## config.mk

```make
export PLATFORM = sky130hd
export DESIGN_NAME = hsv_to_rgb_converter
export DESIGN_NICKNAME = d
export VERILOG_FILES = /design/src/sv/hrc_pkg.sv /design/src/sv/hsv_to_rgb_converter.sv /design/src/sv/hrc_front.sv /design/src/sv/hrc_queue.sv /design/src/sv/hrc_back.sv
export SDC_FILE = /design/constraint.sdc
export NUM_CORES = 1
export LEC_CHECK = 0
export ABC_AREA = 0
export BUFFER_PORTS_ARGS = -buffer_cell sky130_fd_sc_hd__buf_2
export CAP_MARGIN = 20
export CORE_ASPECT_RATIO = 2
export CORE_UTILIZATION = 25
export CTS_CLUSTER_DIAMETER = 60
export DETAILED_ROUTE_END_ITERATION = 8
export GPL_TIMING_DRIVEN = 1
export SYNTH_ARGS = -nofsm -noshare
export SYNTH_HDL_FRONTEND = slang
export SYNTH_SLANG_ARGS = --single-unit
```

## constraint.sdc

```tcl
create_clock -name clk -period 7.3 [get_ports clk]
set_input_delay 0.365 -clock clk [delete_from_list [all_inputs] [get_ports clk]]
set_output_delay 0.365 -clock clk [all_outputs]
set_load 0.01 [all_outputs]
```

## src/sv/hrc_pkg.sv

```systemverilog
package hrc_pkg;

	// Hue arrives in whole degrees on a 9-bit field
	localparam int HUE_W = 9;
	// Secondary weight 60 - |hue mod 120 - 60| spans 0..60
	localparam int WT_W  = 6;
	localparam int MOD_W = 7;

	localparam logic [HUE_W-1:0] DEG_60  = HUE_W'(60);
	localparam logic [HUE_W-1:0] DEG_120 = HUE_W'(120);
	localparam logic [HUE_W-1:0] DEG_180 = HUE_W'(180);
	localparam logic [HUE_W-1:0] DEG_240 = HUE_W'(240);
	localparam logic [HUE_W-1:0] DEG_300 = HUE_W'(300);
	localparam logic [HUE_W-1:0] DEG_360 = HUE_W'(360);
	localparam logic [HUE_W-1:0] DEG_480 = HUE_W'(480);

	// Sixty-degree hue sectors; hue beyond 359 lands in the magenta-red one
	typedef enum logic [2:0] {
		SEC_RED_YEL,
		SEC_YEL_GRN,
		SEC_GRN_CYN,
		SEC_CYN_BLU,
		SEC_BLU_MAG,
		SEC_MAG_RED
	} sector_t;

	typedef struct packed {
		sector_t           sector;
		logic [WT_W-1:0]   weight;
	} hue_class_t;

endpackage

```

## src/sv/hsv_to_rgb_converter.sv

```systemverilog
// HSV to RGB converter. Each beat on the pixel channel carries hue in whole
// degrees (0..359; larger codes fall in the magenta-red sector) with saturation
// and brightness as CHANNEL_BITS-bit fractions of full scale, and yields one
// beat of red, green and blue on the result channel, in order. Sustained rate
// is one pixel per clock while no result beat is held. Each accepted pixel passes
// through one front register that works out the hue
// sector and secondary weight, a two-slot queue, then a five-stage back end
// (saturation times brightness, exact divide by full scale, times the weight,
// reciprocal divide by sixty, sector mux plus offset into the output register).
// The back end freezes as a whole while its output beat is held; the queue
// lets the front keep taking pixels meanwhile until both its slots are full.
module hsv_to_rgb_converter #(
	parameter int CHANNEL_BITS = 8
) (
	input  logic                              clk,
	input  logic                              arst_n,
	input  logic                              pix_valid,
	output logic                              pix_ready,
	input  logic [hrc_pkg::HUE_W-1:0]         hue,
	input  logic [CHANNEL_BITS-1:0]           saturation,
	input  logic [CHANNEL_BITS-1:0]           brightness,
	output logic                              rgb_valid,
	input  logic                              rgb_ready,
	output logic [CHANNEL_BITS-1:0]           red,
	output logic [CHANNEL_BITS-1:0]           green,
	output logic [CHANNEL_BITS-1:0]           blue
);

	localparam int CW = $bits(hrc_pkg::hue_class_t);
	localparam int DW = CW + 2 * CHANNEL_BITS;

	// Front to queue
	logic                        f_valid;
	logic                        f_ready;
	hrc_pkg::hue_class_t         f_cls;
	logic [CHANNEL_BITS-1:0]     f_sat;
	logic [CHANNEL_BITS-1:0]     f_val;

	// Queue to back end
	logic                        b_valid;
	logic                        b_ready;
	logic [DW-1:0]               b_data;
	hrc_pkg::hue_class_t         b_cls;
	logic [CHANNEL_BITS-1:0]     b_sat;
	logic [CHANNEL_BITS-1:0]     b_val;

	hrc_front #(
		.CHANNEL_BITS(CHANNEL_BITS)
	) u_front (
		.clk        (clk),
		.arst_n     (arst_n),
		.pix_valid  (pix_valid),
		.pix_ready  (pix_ready),
		.hue        (hue),
		.saturation (saturation),
		.brightness (brightness),
		.cls_valid  (f_valid),
		.cls_ready  (f_ready),
		.cls        (f_cls),
		.cls_sat    (f_sat),
		.cls_val    (f_val)
	);

	hrc_queue #(
		.WIDTH(DW)
	) u_queue (
		.clk        (clk),
		.arst_n     (arst_n),
		.push_valid (f_valid),
		.push_ready (f_ready),
		.push_data  ({f_cls, f_sat, f_val}),
		.pop_valid  (b_valid),
		.pop_ready  (b_ready),
		.pop_data   (b_data)
	);

	// Unpack the queued beat
	assign b_cls = hrc_pkg::hue_class_t'(b_data[DW-1 -: CW]);
	assign b_sat = b_data[CHANNEL_BITS +: CHANNEL_BITS];
	assign b_val = b_data[CHANNEL_BITS-1:0];

	hrc_back #(
		.CHANNEL_BITS(CHANNEL_BITS)
	) u_back (
		.clk        (clk),
		.arst_n     (arst_n),
		.cls_valid  (b_valid),
		.cls_ready  (b_ready),
		.cls        (b_cls),
		.cls_sat    (b_sat),
		.cls_val    (b_val),
		.rgb_valid  (rgb_valid),
		.rgb_ready  (rgb_ready),
		.red        (red),
		.green      (green),
		.blue       (blue)
	);

endmodule

```

## src/sv/hrc_front.sv

```systemverilog
module hrc_front #(
	parameter int CHANNEL_BITS = 8
) (
	input  logic                                clk,
	input  logic                                arst_n,
	input  logic                                pix_valid,
	output logic                                pix_ready,
	input  logic [hrc_pkg::HUE_W-1:0]           hue,
	input  logic [CHANNEL_BITS-1:0]             saturation,
	input  logic [CHANNEL_BITS-1:0]             brightness,
	output logic                                cls_valid,
	input  logic                                cls_ready,
	output hrc_pkg::hue_class_t                 cls,
	output logic [CHANNEL_BITS-1:0]             cls_sat,
	output logic [CHANNEL_BITS-1:0]             cls_val
);

	logic                          vld_q;
	hrc_pkg::hue_class_t           cls_q;
	logic [CHANNEL_BITS-1:0]       sat_q;
	logic [CHANNEL_BITS-1:0]       val_q;
	logic [hrc_pkg::HUE_W-1:0]     hue_mod;
	logic [hrc_pkg::MOD_W-1:0]     mod_n;
	hrc_pkg::hue_class_t           cls_d;
	logic                          take;

	// Fold hue into 0..119, then weight rises to 60 and falls back
	always_comb begin
		if (hue < hrc_pkg::DEG_120) begin
			hue_mod = hue;
		end else if (hue < hrc_pkg::DEG_240) begin
			hue_mod = hue - hrc_pkg::DEG_120;
		end else if (hue < hrc_pkg::DEG_360) begin
			hue_mod = hue - hrc_pkg::DEG_240;
		end else if (hue < hrc_pkg::DEG_480) begin
			hue_mod = hue - hrc_pkg::DEG_360;
		end else begin
			hue_mod = hue - hrc_pkg::DEG_480;
		end
		mod_n = hue_mod[hrc_pkg::MOD_W-1:0];
		if (hue_mod < hrc_pkg::DEG_60) begin
			cls_d.weight = mod_n[hrc_pkg::WT_W-1:0];
		end else begin
			cls_d.weight = hrc_pkg::WT_W'(hrc_pkg::DEG_120[hrc_pkg::MOD_W-1:0] - mod_n);
		end

		if (hue < hrc_pkg::DEG_60) begin
			cls_d.sector = hrc_pkg::SEC_RED_YEL;
		end else if (hue < hrc_pkg::DEG_120) begin
			cls_d.sector = hrc_pkg::SEC_YEL_GRN;
		end else if (hue < hrc_pkg::DEG_180) begin
			cls_d.sector = hrc_pkg::SEC_GRN_CYN;
		end else if (hue < hrc_pkg::DEG_240) begin
			cls_d.sector = hrc_pkg::SEC_CYN_BLU;
		end else if (hue < hrc_pkg::DEG_300) begin
			cls_d.sector = hrc_pkg::SEC_BLU_MAG;
		end else begin
			cls_d.sector = hrc_pkg::SEC_MAG_RED;
		end
	end

	assign pix_ready = !vld_q || cls_ready;
	assign take      = pix_valid && pix_ready;

	always_ff @(posedge clk or negedge arst_n) begin
		if (!arst_n) begin
			vld_q <= 1'b0;
		end else if (pix_ready) begin
			vld_q <= pix_valid;
		end
	end

	always_ff @(posedge clk) begin
		if (take) begin
			cls_q <= cls_d;
			sat_q <= saturation;
			val_q <= brightness;
		end
	end

	assign cls_valid = vld_q;
	assign cls       = cls_q;
	assign cls_sat   = sat_q;
	assign cls_val   = val_q;

endmodule

```

## src/sv/hrc_queue.sv

```systemverilog
module hrc_queue #(
	parameter int WIDTH = 22
) (
	input  logic             clk,
	input  logic             arst_n,
	input  logic             push_valid,
	output logic             push_ready,
	input  logic [WIDTH-1:0] push_data,
	output logic             pop_valid,
	input  logic             pop_ready,
	output logic [WIDTH-1:0] pop_data
);

	// Two slots: head is always the oldest beat
	logic [1:0]       cnt_q;
	logic [WIDTH-1:0] head_q;
	logic [WIDTH-1:0] tail_q;
	logic             push;
	logic             pop;

	assign push_ready = (cnt_q != 2'd2);
	assign pop_valid  = (cnt_q != 2'd0);
	assign pop_data   = head_q;
	assign push       = push_valid && push_ready;
	assign pop        = pop_valid && pop_ready;

	always_ff @(posedge clk or negedge arst_n) begin
		if (!arst_n) begin
			cnt_q <= 2'd0;
		end else if (push && !pop) begin
			cnt_q <= cnt_q + 2'd1;
		end else if (pop && !push) begin
			cnt_q <= cnt_q - 2'd1;
		end
	end

	always_ff @(posedge clk) begin
		case (cnt_q)
			2'd0: begin
				if (push) begin
					head_q <= push_data;
				end
			end
			2'd1: begin
				if (push && pop) begin
					head_q <= push_data;
				end else if (push) begin
					tail_q <= push_data;
				end
			end
			default: begin
				if (pop) begin
					head_q <= tail_q;
				end
				if (push) begin
					tail_q <= push_data;
				end
			end
		endcase
	end

	assert property (@(posedge clk) disable iff (!arst_n)
		cnt_q != 2'd3)
		else $error("queue fill count out of range");

	assert property (@(posedge clk) disable iff (!arst_n)
		(cnt_q == 2'd1) && pop && !push |=> (cnt_q == 2'd0))
		else $error("queue failed to drain its last beat");

	assert property (@(posedge clk) disable iff (!arst_n)
		(cnt_q == 2'd2) && !pop |=> $stable(head_q))
		else $error("queue head moved without a pop");

endmodule

```

## src/sv/hrc_back.sv

```systemverilog
module hrc_back #(
	parameter int CHANNEL_BITS = 8
) (
	input  logic                      clk,
	input  logic                      arst_n,
	input  logic                      cls_valid,
	output logic                      cls_ready,
	input  hrc_pkg::hue_class_t       cls,
	input  logic [CHANNEL_BITS-1:0]   cls_sat,
	input  logic [CHANNEL_BITS-1:0]   cls_val,
	output logic                      rgb_valid,
	input  logic                      rgb_ready,
	output logic [CHANNEL_BITS-1:0]   red,
	output logic [CHANNEL_BITS-1:0]   green,
	output logic [CHANNEL_BITS-1:0]   blue
);

	localparam int N    = CHANNEL_BITS;
	localparam int PW   = 2 * N;
	localparam int XW   = N + hrc_pkg::WT_W;
	// Divide by 60 as a multiply by ceil(2^K / 60); exact for XW-bit dividends
	localparam int K    = XW + 6;
	localparam longint unsigned RECIP = ((64'd1 << K) + 64'd59) / 64'd60;
	localparam int MW   = K - 5;
	localparam int QW   = XW + MW;
	localparam logic [N-1:0] FULL = {N{1'b1}};

	logic                     adv;
	logic                     vld_s1, vld_s2, vld_s3, vld_s4, vld_s5;

	logic [PW-1:0]            prod_s1;
	logic [N-1:0]             val_s1;
	hrc_pkg::sector_t         sec_s1, sec_s2, sec_s3, sec_s4;
	logic [hrc_pkg::WT_W-1:0] wt_s1, wt_s2;

	logic [N-1:0]             chroma_s2, chroma_s3, chroma_s4;
	logic [N-1:0]             off_s2, off_s3, off_s4;
	logic [XW-1:0]            xprod_s3;
	logic [QW-1:0]            quot_s4;

	logic [PW:0]              div_sum;
	logic [N-1:0]             chroma_d;
	logic [N-1:0]             sec_x;
	logic [N-1:0]             r_d, g_d, b_d;
	logic [N-1:0]             red_s5, green_s5, blue_s5;

	// Whole pipe advances unless the output beat is held
	assign adv       = !vld_s5 || rgb_ready;
	assign cls_ready = adv;

	always_ff @(posedge clk or negedge arst_n) begin
		if (!arst_n) begin
			vld_s1 <= 1'b0;
			vld_s2 <= 1'b0;
			vld_s3 <= 1'b0;
			vld_s4 <= 1'b0;
			vld_s5 <= 1'b0;
		end else if (adv) begin
			vld_s1 <= cls_valid;
			vld_s2 <= vld_s1;
			vld_s3 <= vld_s2;
			vld_s4 <= vld_s3;
			vld_s5 <= vld_s4;
		end
	end

	// Divide by 2^N-1 exactly for products of two N-bit values
	assign div_sum  = {1'b0, prod_s1} + (PW+1)'(prod_s1 >> N) + (PW+1)'(1);
	assign chroma_d = div_sum[N +: N];
	assign sec_x    = quot_s4[K +: N];

	always_comb begin
		r_d = '0;
		g_d = '0;
		b_d = '0;
		unique case (sec_s4)
			hrc_pkg::SEC_RED_YEL: begin r_d = chroma_s4; g_d = sec_x; end
			hrc_pkg::SEC_YEL_GRN: begin r_d = sec_x; g_d = chroma_s4; end
			hrc_pkg::SEC_GRN_CYN: begin g_d = chroma_s4; b_d = sec_x; end
			hrc_pkg::SEC_CYN_BLU: begin g_d = sec_x; b_d = chroma_s4; end
			hrc_pkg::SEC_BLU_MAG: begin r_d = sec_x; b_d = chroma_s4; end
			hrc_pkg::SEC_MAG_RED: begin r_d = chroma_s4; b_d = sec_x; end
			default: begin end
		endcase
	end

	always_ff @(posedge clk) begin
		if (adv) begin
			prod_s1   <= PW'(cls_sat) * PW'(cls_val);
			val_s1    <= cls_val;
			sec_s1    <= cls.sector;
			wt_s1     <= cls.weight;

			chroma_s2 <= chroma_d;
			off_s2    <= val_s1 - chroma_d;
			sec_s2    <= sec_s1;
			wt_s2     <= wt_s1;

			xprod_s3  <= XW'(chroma_s2) * XW'(wt_s2);
			chroma_s3 <= chroma_s2;
			off_s3    <= off_s2;
			sec_s3    <= sec_s2;

			quot_s4   <= QW'(xprod_s3) * QW'(RECIP);
			chroma_s4 <= chroma_s3;
			off_s4    <= off_s3;
			sec_s4    <= sec_s3;

			red_s5    <= r_d + off_s4;
			green_s5  <= g_d + off_s4;
			blue_s5   <= b_d + off_s4;
		end
	end

	assign rgb_valid = vld_s5;
	assign red       = red_s5;
	assign green     = green_s5;
	assign blue      = blue_s5;

	assert property (@(posedge clk) disable iff (!arst_n)
		vld_s2 |-> ({1'b0, chroma_s2} + {1'b0, off_s2}) <= {1'b0, FULL})
		else $error("chroma plus offset exceeds full scale");

	assert property (@(posedge clk) disable iff (!arst_n)
		vld_s3 |-> xprod_s3 <= XW'(chroma_s3) * XW'(hrc_pkg::DEG_60))
		else $error("secondary product above chroma times sixty");

	assert property (@(posedge clk) disable iff (!arst_n)
		vld_s4 |-> sec_x <= chroma_s4)
		else $error("secondary component exceeds chroma");

endmodule

```

==> impl_metrics.json <==
{
  "layout.cells.most_common": "edfxtp_1",
  "avgRoutedWirePerCell_um": 14.1,
  "clock_pin_transition_on_the_worst_setup_and_hold_timing_paths_ns": 0.06,
  "wl_um": 30300,
  "maxCapViolCount": 0,
  "placed_cells": 2087,
  "worst-endpoint-required_ns": 7.58,
  "run_status": "finished, final reports clean",
  "remaining_drc_errors": 0,
  "fp-row-count": 128,
  "synth-async-reset-ratio": 0.0356,
  "instances_no_fill": 2147,
  "cts_resized": 0,
  "clock.fmax_ghz": 0.211,
  "grt_antenna_before_repair": 0,
  "dr_total_vias": 9456,
  "hold_viol_final": 0,
  "cts.htree.levels": 1,
  "layout-drive-gt1-share": 0.103,
  "cts_tree": "yes",
  "placement.io_buffers": 54,
  "cts-root-buf": "clkbuf_16",
  "core_area_mm2": 0.0607,
  "cts.sink_count": 225,
  "path_class": "flop to flop",
  "detail_route.vias_per_cell": 4.40,
  "die_span_in_x_um": 177,
  "track_usage": 0.100,
  "timing.critical_path.fanout_max": 8,
  "hold_path_class": "input port to flop",
  "initialDrtViolationCount": 348,
  "syn_area_per_cell_um2": 12.1,
  "synthCells": 1267,
  "remaining_antenna_violation_count_after_routing": 0,
  "die_h_um": 352,
  "largest_net_degree_at_the_start_of_global_routing": 85,
  "routabilityCongestion": 0.866,
  "worst_hold_margin_ns": 0.0217,
  "slew_viol_final": 0,
  "wire_length_of_the_first_global_routing_pass_um": 49800,
  "setup_repair_after_global_routing_missed_its_margin": "no",
  "setup_violations": 0,
  "layout_common_cells": "edfxtp_1, ha_1, inv_1",
  "slew-limit-headroom": 0.305,
  "n_antenna_cell": 0,
  "synth_seq_cells": 225,
  "synth_flop_cell": "edfxtp_1",
  "post_synth_instance_area_mm2": 0.0153,
  "worst-endpoint-arrival_ns": 5.03,
  "crit_path_end_kind": "flop",
  "dieArea_mm2": 0.0623,
  "post_synth_num_cell_types": 70,
  "drt_pass1_iterations": 4,
  "first_global_vias": 10300,
  "ios": 55,
  "mappedNetlistNets": 1572,
  "timing.final.crit_share": 0.650,
  "cts_buf_count": 25,
  "setup_tns_ns": 0,
  "start_kind": "flop",
  "finalCriticalPeriod_ns": 4.74,
  "clock_latency_on_the_worst_skew_pair_ns": 0.54,
  "initial_utilization": 0.252,
  "yosys_warnings": 0,
  "place.detailed.hpwl_um": 24400,
  "maximum_number_of_buffers_from_clock_root_to_sink": 3,
  "synth-edff-count": 217,
  "syn2layout_area_growth_pct": 14.2,
  "seq_area_frac_synth": 0.439,
  "final_nets": 1654,
  "final.setup_skew_ns": 0.0112,
  "tightestPinTransition_ns": 1.04,
  "gr-total-overflow": 0
}
[cell usage after synthesis (20+ instances only)]
cell type / number / area share
xor2_1: 20 / 0.011
a21oi_1: 68 / 0.022
edfxtp_1: 217 / 0.43
xnor2_1: 49 / 0.028
nand2_1: 110 / 0.027
fa_1: 85 / 0.11
nor2_1: 28 / 0.0069
inv_1: 165 / 0.040
ha_1: 191 / 0.16
o21ai_0: 20 / 0.0065
mux2_2: 25 / 0.018
and2_1: 76 / 0.031
[worst paths after layout]
| check | slack, ns | from | end | depth (start not counted) |
|---|---|---|---|---|
| min in group asynchronous | 0.19 | arst_n | u_queue.cnt_q[1]$_DFFE_PN0P_ | 2 |
| hold / removal | 0.02 | brightness[2] | u_front.cls_val[2]$_DFFE_PP_ | 1 |
| max in group asynchronous | 6.94 | arst_n | u_back.vld_s3$_DFFE_PN0N_ | 2 |
| hold reg to reg | 0.41 | u_back.wt_s1[1]$_DFFE_PN_ | u_back.wt_s2[1]$_DFFE_PN_ | 0 |
| setup reg to reg | 2.56 | u_queue.pop_data[9]$_DFFE_PP_ | u_back.prod_s1[14]$_DFFE_PN_ | 15 |
| setup / recovery | 2.56 | u_queue.pop_data[9]$_DFFE_PP_ | u_back.prod_s1[14]$_DFFE_PN_ | 15 |
[state kept, by name (all words and copies together) (netlist names), 9 cells and up]
name	count
u_front.cls	9
u_queue.tail_q	25
u_back.xprod_s3	14
u_queue.pop_data	25
u_back.prod_s1	16
[critical path, stage by stage (launching register included)]
cell and delay [ns]:
edfxtp_1 0.50, and2_1 0.23, fa_1 0.46, fa_1 0.55
inv_1 0.05, fa_1 0.46, fa_1 0.55, inv_1 0.04
ha_1 0.35, and2_1 0.18, a31oi_1 0.23, a21oi_1 0.15
a211oi_1 0.34, o21bai_1 0.11, a21oi_1 0.22, xnor2_1 0.08
[metrics by stage]
stage	area, um2	setup WS (ns)	util
after global placement	16500	2.61	0.272
after detailed placement	16500	2.52	0.272
after global routing	17500	2.35	0.288
final	17500	2.56	0.288
after floorplan	15300	2.88	-
after CTS	17500	2.53	0.288
[cells by family (layout without fill, tap and decap cells)]
group | after synthesis | after routing | synth area share
DFF | 225 | 225 | 0.439
adders and majority gates | 278 | 278 | 0.269
xor gates and xnor gates | 70 | 70 | 0.0406
AOI/OAI and AO/OA | 190 | 190 | 0.0847
buffers and inverters | 183 | 283 | 0.0471
muxes | 41 | 41 | 0.0289
and+or+nand+nor | 280 | 280 | 0.0911
[layout make-up]
class | instances | area, um2
Timing Repair Buffer | 73 | 455
Fill cell | 6152 | 43200
Clock buffer | 28 | 637
Multi-Input combinational cell | 859 | 7900
Sequential cell | 225 | 6720
Tap cell | 780 | 976
Inverter | 165 | 624
Clock inverter | 17 | 161
[layer usage]
metal / vias to the layer above / GRT usage / share of wire
li1: 4596 / - / -
met1: 4601 / 0.0877 / 0.34
met2: 183 / 0.214 / 0.59
met3: 76 / 0.0115 / 0.027
met4: 0 / 0.0471 / 0.040
met5: - / 0 / 0
[repair_timing]
item	4_1_cts	5_1_grt
buffers inserted	0	0
endpoints found under the setup margin	0	0
hold buffers	14	0
endpoints found under the hold margin	21	0
Power is not shown: default switching activity piles up to over one toggle a cycle in this logic, so the estimate is an artifact.
